File: config.mk
export PLATFORM = sky130hd
export DESIGN_NAME = pixel_blend_modes
export DESIGN_NICKNAME = d
export VERILOG_FILES = /design/src/rtl/pbm_pkg.sv /design/src/rtl/pbm_lane.sv /design/src/rtl/pbm_merge.sv /design/src/rtl/pixel_blend_modes.sv
export SDC_FILE = /design/constraint.sdc
export NUM_CORES = 2
export LEC_CHECK = 0
export ABC_AREA = 1
export ABC_CLOCK_PERIOD_IN_PS = 25400
export BUFFER_PORTS_ARGS = -buffer_cell sky130_fd_sc_hd__buf_2
export CORE_MARGIN = 4
export CORE_UTILIZATION = 55
export DETAILED_ROUTE_END_ITERATION = 12
export GPL_TIMING_DRIVEN = 0
export PLACE_DENSITY = 0.79
export REMOVE_ABC_BUFFERS = 1
export SLEW_MARGIN = 20
export SYNTH_ARGS = -nofsm -noshare
export SYNTH_HDL_FRONTEND = slang
export SYNTH_SLANG_ARGS = --single-unit
File: constraint.sdc
create_clock -name clk_i -period 25.4 [get_ports clk_i]
set_clock_uncertainty 0.05 [all_clocks]
set_input_delay 7.62 -clock clk_i [delete_from_list [all_inputs] [get_ports clk_i]]
set_output_delay 7.62 -clock clk_i [all_outputs]
set_load 0.05 [all_outputs]
File: src/rtl/pbm_pkg.sv
// Shared types, constants and helpers for the pixel blender.
`default_nettype none

package pbm_pkg;

  localparam int NumLanes = 4;
  localparam int ChW      = 8;
  localparam int FacW     = 9;
  localparam int CntW     = 3;
  localparam int CfgIdxW  = 2;
  localparam int CfgDataW = 9;

  localparam logic [FacW-1:0] FacOne   = 9'd256;
  localparam logic [15:0]     DivRecip = 16'h8081;   // ceil(2^23 / 255)
  localparam logic [23:0]     HalfDen  = 24'd32640;  // 255 * 256 / 2
  localparam logic [15:0]     FullSq   = 16'd65025;  // 255 * 255
  localparam logic [CntW-1:0] MaxCnt   = 3'd4;

  typedef enum logic [1:0] {
    MODE_NORMAL = 2'd0,
    MODE_ADD    = 2'd1,
    MODE_MUL    = 2'd2,
    MODE_SCREEN = 2'd3
  } pbm_mode_e;

  typedef enum logic [CfgIdxW-1:0] {
    CFG_FACTOR    = 2'd0,
    CFG_MODE      = 2'd1,
    CFG_FIRST_CH  = 2'd2,
    CFG_SECOND_CH = 2'd3
  } pbm_cfg_e;

  typedef struct packed {
    logic            en1;
    logic            en2;
    logic [FacW-1:0] fs;
    logic [FacW-1:0] kf;
    pbm_mode_e       mode;
  } pbm_lane_ctl_t;

  function automatic logic [CntW-1:0] clamp_cnt(input logic [CntW-1:0] n);
    logic [CntW-1:0] r;
    r = n;
    if (n == '0) begin
      r = 3'd1;
    end else if (n > MaxCnt) begin
      r = MaxCnt;
    end
    return r;
  endfunction

endpackage

`default_nettype wire

File: src/rtl/pbm_lane.sv
// One channel lane: two product stages, then divide-by-255 on the way out.
`default_nettype none

module pbm_lane
  import pbm_pkg::*;
(
  input  wire logic          clk_i,
  input  wire pbm_lane_ctl_t ctl_i,
  input  wire logic [7:0]    a_i,
  input  wire logic [7:0]    b_i,
  output logic [7:0]         res_o
);

  logic [16:0] akf_full, bf_full;
  logic [15:0] ab_full, inv_full;
  logic [15:0] akf_q, bf_q, ab_q, scr_q;
  logic [7:0]  a_q;

  assign akf_full = a_i * ctl_i.kf;
  assign bf_full  = b_i * ctl_i.fs;
  assign ab_full  = a_i * b_i;
  assign inv_full = (8'd255 - a_i) * (8'd255 - b_i);

  always_ff @(posedge clk_i) begin
    if (ctl_i.en1) begin
      akf_q <= akf_full[15:0];
      bf_q  <= bf_full[15:0];
      ab_q  <= ab_full;
      scr_q <= FullSq - inv_full;
      a_q   <= a_i;
    end
  end

  logic [16:0] sum_n, sum_a;
  logic [15:0] mop;
  logic [24:0] mprod;
  logic [23:0] x255, num;
  logic [7:0]  direct_d;
  logic        div_d;

  always_comb begin
    sum_n = {1'b0, akf_q} + {1'b0, bf_q} + 17'd128;
    sum_a = {1'b0, a_q, 8'd0} + {1'b0, bf_q} + 17'd128;
    mop   = (ctl_i.mode == MODE_MUL) ? ab_q : scr_q;
    mprod = mop * ctl_i.fs;
    x255  = {akf_q, 8'd0} - {8'd0, akf_q};
    num   = x255 + mprod[23:0] + HalfDen;
    div_d = (ctl_i.mode == MODE_MUL) || (ctl_i.mode == MODE_SCREEN);
    case (ctl_i.mode)
      MODE_ADD: direct_d = sum_a[16] ? 8'hFF : sum_a[15:8];
      default:  direct_d = sum_n[15:8];
    endcase
  end

  logic [15:0] y_q;
  logic [7:0]  direct_q;
  logic        div_q;

  always_ff @(posedge clk_i) begin
    if (ctl_i.en2) begin
      y_q      <= num[23:8];
      direct_q <= direct_d;
      div_q    <= div_d;
    end
  end

  logic [31:0] qprod;
  assign qprod = y_q * DivRecip;
  assign res_o = div_q ? qprod[30:23] : direct_q;

endmodule

`default_nettype wire

File: src/rtl/pbm_merge.sv
// Output stage: gathers lane results, zeroes unused channels, holds the beat.
`default_nettype none

module pbm_merge
  import pbm_pkg::*;
(
  input  wire logic                         clk_i,
  input  wire logic                         rst_ni,
  input  wire logic                         en_i,
  input  wire logic                         valid_i,
  input  wire logic [CntW-1:0]              nout_i,
  input  wire logic [NumLanes-1:0][ChW-1:0] res_i,
  output logic                              valid_o,
  output logic [NumLanes-1:0][ChW-1:0]      data_o
);

  logic                         valid_q;
  logic [NumLanes-1:0][ChW-1:0] data_q, data_d;

  always_comb begin
    for (int c = 0; c < NumLanes; c++) begin
      data_d[c] = (CntW'(c) < nout_i) ? res_i[c] : '0;
    end
  end

  always_ff @(posedge clk_i or negedge rst_ni) begin
    if (!rst_ni) begin
      valid_q <= 1'b0;
    end else if (en_i) begin
      valid_q <= valid_i;
    end
  end

  always_ff @(posedge clk_i) begin
    if (en_i && valid_i) begin
      data_q <= data_d;
    end
  end

  assign valid_o = valid_q;
  assign data_o  = data_q;

endmodule

`default_nettype wire

File: src/rtl/pixel_blend_modes.sv
// Pixel blender: normal, add, multiply and screen modes over up to four channels.
//
// Input channel: in_valid_i / in_stall_o with a_ch*_i and b_ch*_i, one pixel
// pair per beat. Output channel: out_valid_o / out_stall_i with out_ch*_o.
// A beat moves when valid is high and stall is low.
// Config port: cfg_we_i, cfg_idx_i, cfg_data_i, to be written only while idle;
// the user is bound to that, as the block itself does not enforce it.
// Throughput: one pixel per clock when unstalled; four lanes, one per channel,
// each a three-stage pipe (products, weighted sum, reciprocal divide by 255).
// Stalls: each stage advances when the next is empty or moving, so bubbles
// are squeezed out; in_stall_o rises only when all three stages hold a pixel
// and the output is stalled. The output beat holds steady while stalled.
// Reset: pipeline empties, factor 128, mode normal, both channel counts 4.
`default_nettype none

module pixel_blend_modes
  import pbm_pkg::*;
(
  input  wire logic                clk_i,
  input  wire logic                rst_ni,
  input  wire logic                cfg_we_i,
  input  wire logic [CfgIdxW-1:0]  cfg_idx_i,
  input  wire logic [CfgDataW-1:0] cfg_data_i,
  input  wire logic                in_valid_i,
  output logic                     in_stall_o,
  input  wire logic [7:0]          a_ch0_i,
  input  wire logic [7:0]          a_ch1_i,
  input  wire logic [7:0]          a_ch2_i,
  input  wire logic [7:0]          a_ch3_i,
  input  wire logic [7:0]          b_ch0_i,
  input  wire logic [7:0]          b_ch1_i,
  input  wire logic [7:0]          b_ch2_i,
  input  wire logic [7:0]          b_ch3_i,
  output logic                     out_valid_o,
  input  wire logic                out_stall_i,
  output logic [7:0]               out_ch0_o,
  output logic [7:0]               out_ch1_o,
  output logic [7:0]               out_ch2_o,
  output logic [7:0]               out_ch3_o
);

  logic [FacW-1:0] factor_q;
  pbm_mode_e       mode_q;
  logic [CntW-1:0] first_q, second_q;

  always_ff @(posedge clk_i or negedge rst_ni) begin
    if (!rst_ni) begin
      factor_q <= 9'd128;
      mode_q   <= MODE_NORMAL;
      first_q  <= MaxCnt;
      second_q <= MaxCnt;
    end else if (cfg_we_i) begin
      case (pbm_cfg_e'(cfg_idx_i))
        CFG_FACTOR:    factor_q <= cfg_data_i;
        CFG_MODE:      mode_q   <= pbm_mode_e'(cfg_data_i[1:0]);
        CFG_FIRST_CH:  first_q  <= cfg_data_i[CntW-1:0];
        CFG_SECOND_CH: second_q <= cfg_data_i[CntW-1:0];
        default: ;
      endcase
    end
  end

  logic [CntW-1:0] na, nb, nout;
  logic [FacW-1:0] fs;

  assign na   = clamp_cnt(first_q);
  assign nb   = clamp_cnt(second_q);
  assign nout = (na > nb) ? na : nb;
  assign fs   = (factor_q > FacOne) ? FacOne : factor_q;

  // pipeline control
  logic v1_q, v2_q, en1, en2, en3;

  assign en3 = !out_valid_o || !out_stall_i;
  assign en2 = !v2_q || en3;
  assign en1 = !v1_q || en2;
  assign in_stall_o = !en1;

  always_ff @(posedge clk_i or negedge rst_ni) begin
    if (!rst_ni) begin
      v1_q <= 1'b0;
      v2_q <= 1'b0;
    end else begin
      if (en1) begin
        v1_q <= in_valid_i;
      end
      if (en2) begin
        v2_q <= v1_q;
      end
    end
  end

  pbm_lane_ctl_t ctl;
  assign ctl.en1  = en1 && in_valid_i;
  assign ctl.en2  = en2 && v1_q;
  assign ctl.fs   = fs;
  assign ctl.kf   = FacOne - fs;
  assign ctl.mode = mode_q;

  logic [NumLanes-1:0][ChW-1:0] a_raw, b_raw, a_sel, b_sel, res;

  assign a_raw = {a_ch3_i, a_ch2_i, a_ch1_i, a_ch0_i};
  assign b_raw = {b_ch3_i, b_ch2_i, b_ch1_i, b_ch0_i};

  for (genvar c = 0; c < NumLanes; c++) begin : g_lane
    assign a_sel[c] = (CntW'(c) < na) ? a_raw[c] : 8'hFF;
    assign b_sel[c] = (CntW'(c) < nb) ? b_raw[c] : 8'hFF;

    pbm_lane u_lane (
      .clk_i (clk_i),
      .ctl_i (ctl),
      .a_i   (a_sel[c]),
      .b_i   (b_sel[c]),
      .res_o (res[c])
    );
  end

  logic [NumLanes-1:0][ChW-1:0] blend_pix;

  pbm_merge u_merge (
    .clk_i   (clk_i),
    .rst_ni  (rst_ni),
    .en_i    (en3),
    .valid_i (v2_q),
    .nout_i  (nout),
    .res_i   (res),
    .valid_o (out_valid_o),
    .data_o  (blend_pix)
  );

  assign out_ch0_o = blend_pix[0];
  assign out_ch1_o = blend_pix[1];
  assign out_ch2_o = blend_pix[2];
  assign out_ch3_o = blend_pix[3];

endmodule

`default_nettype wire

==> After elaboration in Yosys (flattened, before gate mapping) <==
Cells that the tools add are included.
Widths: inputs -> output; s select.
{ "word_totals": {"register_bits": 437, "output_inout_bits": 34} }
{ "classes": {"n_lt_le_gt_ge": 16, "n_reduce_logical": 19, "n_mux": 30, "eq_ne": 6, "n_mul": 24, "addsub": 41} }
{ "op_table": {"columns": ["cell", "count"], "rows": [
  ["$mux 8", 20],
  ["$mul 8x9->16", 8],
  ["$mul 16x16->31 const B", 4],
  ["$add 24x15->24 const B", 4],
  ["$add 24x24->24", 4],
  ["$mul 16x9->24", 4],
  ["$sub 24x16->24", 4],
  ["$sub 8x8->9 const A", 8],
  ["$add 16x16->17", 4],
  ["$add 17x8->17 const B", 4],
  ["$add 16x16->16", 4],
  ["$add 16x8->16 const B", 4],
  ["$mul 16x16->16", 4],
  ["$mul 8x8->16", 4],
  ["$mux 16", 4],
  ["$sub 16x16->16 const A", 4],
  ["$lt 1x3->1 const A", 6],
  ["$lt 2x3->1 const A", 6],
  ["$mux 3", 5],
  ["$gt 9x9->1 const B", 1],
  ["$mux 9", 1],
  ["$sub 9x9->9 const A", 1],
  ["$eq 2x2->1 const B", 4],
  ["$reduce_and 2->1", 4],
  ["other kinds (8)", 20]
]} }

==> Longest topological paths before layout <==
{ "depth": {"word_depth": 8, "mapped_depth": 34, "mapped_depth_nobuf": 30} }

==> Modules after synthesis <==
Synthesis repeated with hierarchy kept, for this count alone.
{ "hier_totals": {"cells_unflattened": 10887, "area_unflattened_um2": 86396.6} }
{ "modules_own_cells": {"columns": ["mod", "seq_area_each_um2", "n_inst", "area_each_um2", "cells_each"], "rows": [
  ["pbm_lane at g_lane[0].u_lane", 2912.8, 1, 20940.1, 2631],
  ["pbm_lane at g_lane[3].u_lane", 2912.8, 1, 20900.0, 2643],
  ["pbm_lane at g_lane[2].u_lane", 2912.8, 1, 20893.8, 2639],
  ["pbm_lane at g_lane[1].u_lane", 2912.8, 1, 20789.9, 2621],
  ["pixel_blend_modes", 479.2, 1, 1575.3, 254],
  ["pbm_merge", 985.9, 1, 1297.5, 99]
]} }

==> Least setup slack after synthesis <==
No wires, ideal clock.
{ "synth_timing": {"path_type": "input to register", "startpoint": "in out_stall_i", "endpoint": "reg g_lane[0].u_lane.a_q[0], enable pin", "arrival_time_ps": 20049, "n_path_buf": 0, "setup_ps": 944, "path_slack_ps": 4356, "required_time_ps": 24406, "cell_stages": 5, "cell_sequence": "nand2_1 nor2_1 inv_1 nor2_1 nor2_1"} }
{ "synth_rtl": {"columns": ["item", "line", "text"], "rows": [
  ["start: declaration", "pixel_blend_modes.sv:35", "input wire logic out_stall_i,"],
  ["end signal: assignment", "pbm_lane.sv:30", "a_q <= a_i;"],
  ["end: declaration", "pbm_lane.sv:17", "logic [7:0] a_q;"]
]} }

==> Final worst setup path <==
{ "layout_timing": {"startpoint": "in out_stall_i", "endpoint": "out in_stall_o"} }
{ "layout_via": {"elab_chain_len": 5} }
{ "layout_rtl": {"columns": ["item", "line", "text"], "rows": [
  ["$logic_not 1->1", "pixel_blend_modes.sv:74", "assign en3 = !out_valid_o || !out_stall_i;"],
  ["$logic_or 1x1->1", "pixel_blend_modes.sv:74", null],
  ["$logic_or 1x1->1", "pixel_blend_modes.sv:75", "assign en2 = !v2_q || en3;"],
  ["$logic_or 1x1->1", "pixel_blend_modes.sv:76", "assign en1 = !v1_q || en2;"],
  ["$logic_not 1->1", "pixel_blend_modes.sv:77", "assign in_stall_o = !en1;"],
  ["end: declaration", "pixel_blend_modes.sv:25", "output logic in_stall_o,"]
]} }
Every way passes these cells.

==> results.toml <==
[routing]
detail_route.vias_per_cell = 5.564
antenna_violating_nets_post_route = 0
detailed_route_wire_length_per_cell_um = 19.13
drc = 0
via_total_after_detailed_routing = 70170
drtIter0Drc = 6038
drt_wl_total_mm = 241.3
detail_route.first_pass.iterations = 6

[cells_and_area]
layout-drive-gt1-share = 0.03663
design.final.nets = 13050
stdcell_area_um2 = 90460
finish.utilization = 0.5865
area_growth_from_synthesis_to_final_layout_pct = 5.967

[clock_tree]
htree_levels = 2
worst_setup_hold_path_clk_slew_ns = 0.06
clock_tree.root_cell = "sky130_fd_sc_hd__clkbuf_16"
cts_hold_bufs = 0
tritoncts = "built"
cts.repair.resized = 0
clockBufferDepth = 3
numCtsBuffers = 55
cts_num_sinks = 437
post_cts_buffers = 0
clock_latency_at_the_later_pin_of_the_worst_skew_pair_ns = 0.71

[logic_synthesis]
netlist_instances = 10570
synth_enable_flop_cells = 417
synth_xor_xnor_area_share = 0.03345
synth_cell_type_count = 52
synth_fa_ha_area_frac = 0.4604
fraction_of_the_mapped_netlist_area_in_compound_gates = 0.05933
postSynthAreaPerCell_um2 = 8.073
synth_commonest_cells = "2385 x sky130_fd_sc_hd__inv_1, 2149 x sky130_fd_sc_hd__nand2_1, 1306 x sky130_fd_sc_hd__ha_1, 1147 x sky130_fd_sc_hd__fa_1, 1108 x sky130_fd_sc_hd__nor2_1"
synth.cell_area_um2 = 85370
ys_seq_area_frac = 0.1526
leading_cell_types_by_total_area_after_synthesis = "sky130_fd_sc_hd__fa_1 27%, sky130_fd_sc_hd__ha_1 19%, sky130_fd_sc_hd__edfxtp_1 15%"
share_of_synthesized_registers_carrying_an_async_set_or_reset = 0.04577
synth_largest_area_cell = "sky130_fd_sc_hd__fa_1"
synth.top_cell.area_share = 0.2690
synthSimpleGateAreaFrac = 0.1751
combinational_family_with_the_most_area_after_synthesis = "adder cells"
synthMostInstantiatedCell = "sky130_fd_sc_hd__inv_1"
synth-seq-cells = 437
muxShareOfSynthArea = 0.0003957
synth_flop_cell = "sky130_fd_sc_hd__edfxtp_1"
yosys_warnings = 0

[timing]
finalMaxSlewViolations = 0
setup_repair_after_global_routing_missed_its_margin = "false"
final_critical_path_setup_slack_ns = 9.238
time_the_worst_path_needs_with_i_o_delays_and_setup_ns = 16.16
finalSetupViolCount = 0
hold_viol = 0
final_worst_path_cycle_share = 0.6363
slew_headroom = 0.1759
tightest_slew_ns = 1.223
highest_attainable_clock_frequency_ghz = 0.06187
finalSetupTns_ns = 0

[placed_design]
io_buffer_count = 113
globalplace.congestion = 0.9713
placed_standard_cell_area_um2 = 88480
dpl_worst_slack_ns = 9.227
dp.final_hpwl_mm = 194.0

[critical_path]
worstSetupEndpoint = "in_stall_o"
reg2reg_depth = 23
cp.required_ns = 17.73
worst-endpoint-arrival_ns = 8.49
type_of_the_setup_path_with_the_least_slack = "in2out"
crit_fanout = 4
setup.worst_path.start = "out_stall_i"
r2r-end = "g_lane[0].u_lane.akf_q[13]"
worst_setup_path_start_kind = "primary input"
critical_path.reg2reg.startpoint = "factor_q[8]"
setup.worst_path.end_class = "output pin"
worst-r2r-setup-slack_ns = 16.34

[floorplanning]
die_height_um = 402.0
fp.dieW_um = 402.0
design.portCount = 114
floorplan_core_area_um2 = 154200
initial_utilization = 0.5535
die_area_um2 = 161600
placement_rows = 144

[grt]
number_of_antenna_violations_at_the_first_check_in_global_routing = 12
maximum_number_of_pins_on_one_net_before_global_route_repair = 88
first_global_vias = 72950
gr-usage-all-layers = 0.3012
grt_pass1_wl_mm = 387.2
grt_overflow = 0

[run]
max_cap_viol_count = 0

[min_path]
hold_path.class = "reg2reg"

[run_status]
status = "finished clean"
cell type report:
cell class                      instances  area [um^2]
Clock buffer                           57         1384
Tap cell                             2044         2557
Fill cell                           13510        63770
Sequential cell                       437        13030
Multi-Input combinational cell       7450        62330
Antenna cell                            4        10.01
Timing Repair Buffer                  153         1451
Clock inverter                         46        578.1
Inverter                             2421         9119
registers in the layout, summed over array words and instances (netlist names):
name,count
first_q,3
g_lane.u_lane.akf_q,64
g_lane.u_lane.ab_q,64
u_merge.valid_o,1
g_lane.u_lane.direct_q,32
v1_q,1
u_merge.data_o,32
second_q,3
g_lane.u_lane.bf_q,64
factor_q,9
mode_q,2
g_lane.u_lane.a_q,32
g_lane.u_lane.y_q,64
g_lane.u_lane.scr_q,64
v2_q,1
g_lane.u_lane.div_q,1
cells by family after synthesis:
logic type / count (synthesis)
and+or+nand+nor: 3751
xor gates and xnor gates: 326
buffers and inverters: 2687
DFF: 437
adders and majority gates: 2453
muxes: 3
AOI/OAI and AO/OA: 917
worst min path at each step:
stage	from	end	slack [ns]	cells after the start
detailed placement	mode_q[0]	mode_q[0]	0.42	2
finish	mode_q[0]	mode_q[0]	0.43	2
CTS	mode_q[0]	mode_q[0]	0.44	2
global route	mode_q[0]	mode_q[0]	0.46	2
floorplan	v2_q	u_merge.valid_o	0.38	2
global placement	v2_q	u_merge.valid_o	0.41	2
cells in the final DEF, fill, tap and decap left out, types with 18 or more instances in the layout:
cell	instances
sky130_fd_sc_hd__a31oi_1	19
sky130_fd_sc_hd__buf_2	113
sky130_fd_sc_hd__nor3_1	60
sky130_fd_sc_hd__o21ai_1	41
sky130_fd_sc_hd__buf_12	21
sky130_fd_sc_hd__fa_1	1147
sky130_fd_sc_hd__ha_1	1306
sky130_fd_sc_hd__inv_1	2381
sky130_fd_sc_hd__o21bai_1	48
sky130_fd_sc_hd__xnor2_1	107
sky130_fd_sc_hd__nand3_1	254
sky130_fd_sc_hd__a21oi_1	430
sky130_fd_sc_hd__o21ai_0	255
sky130_fd_sc_hd__nand2_1	2143
sky130_fd_sc_hd__nor2_2	27
sky130_fd_sc_hd__nor2_1	1088
sky130_fd_sc_hd__edfxtp_1	417
sky130_fd_sc_hd__or2_2	55
sky130_fd_sc_hd__clkbuf_16	55
sky130_fd_sc_hd__nand4_1	62
sky130_fd_sc_hd__clkinv_1	21
sky130_fd_sc_hd__nor4_1	18
sky130_fd_sc_hd__a21o_1	49
sky130_fd_sc_hd__xor2_1	219
metrics by stage:
step	hold WS, ns	instances
4_1_cts	0.4383	12610
3_5_place_dp	0.4226	12510
3_3_place_gp	0.4058	12470
2_1_floorplan	0.3831	10310
6_report	0.4337	12610
5_1_grt	0.4626	12610
critical path, cell delays in order:
cell and delay (ns):
sky130_fd_sc_hd__buf_2 0.11, sky130_fd_sc_hd__nand2_1 0.07, sky130_fd_sc_hd__nor2_1 0.09, sky130_fd_sc_hd__inv_1 0.08
sky130_fd_sc_hd__nor2_1 0.21, sky130_fd_sc_hd__buf_2 0.32
layer usage:
layer / part of all wire / wire [um] / GRT usage
met1: 0.40 / 97600 / 0.3949
met3: 0.10 / 24450 / 0.07162
met4: 0.052 / 12610 / 0.1325
met2: 0.44 / 106500 / 0.4774
met5: 0.00039 / 93 / 0
Power is not shown: default switching activity piles up to over one toggle a cycle in this logic, so the estimate is an artifact.
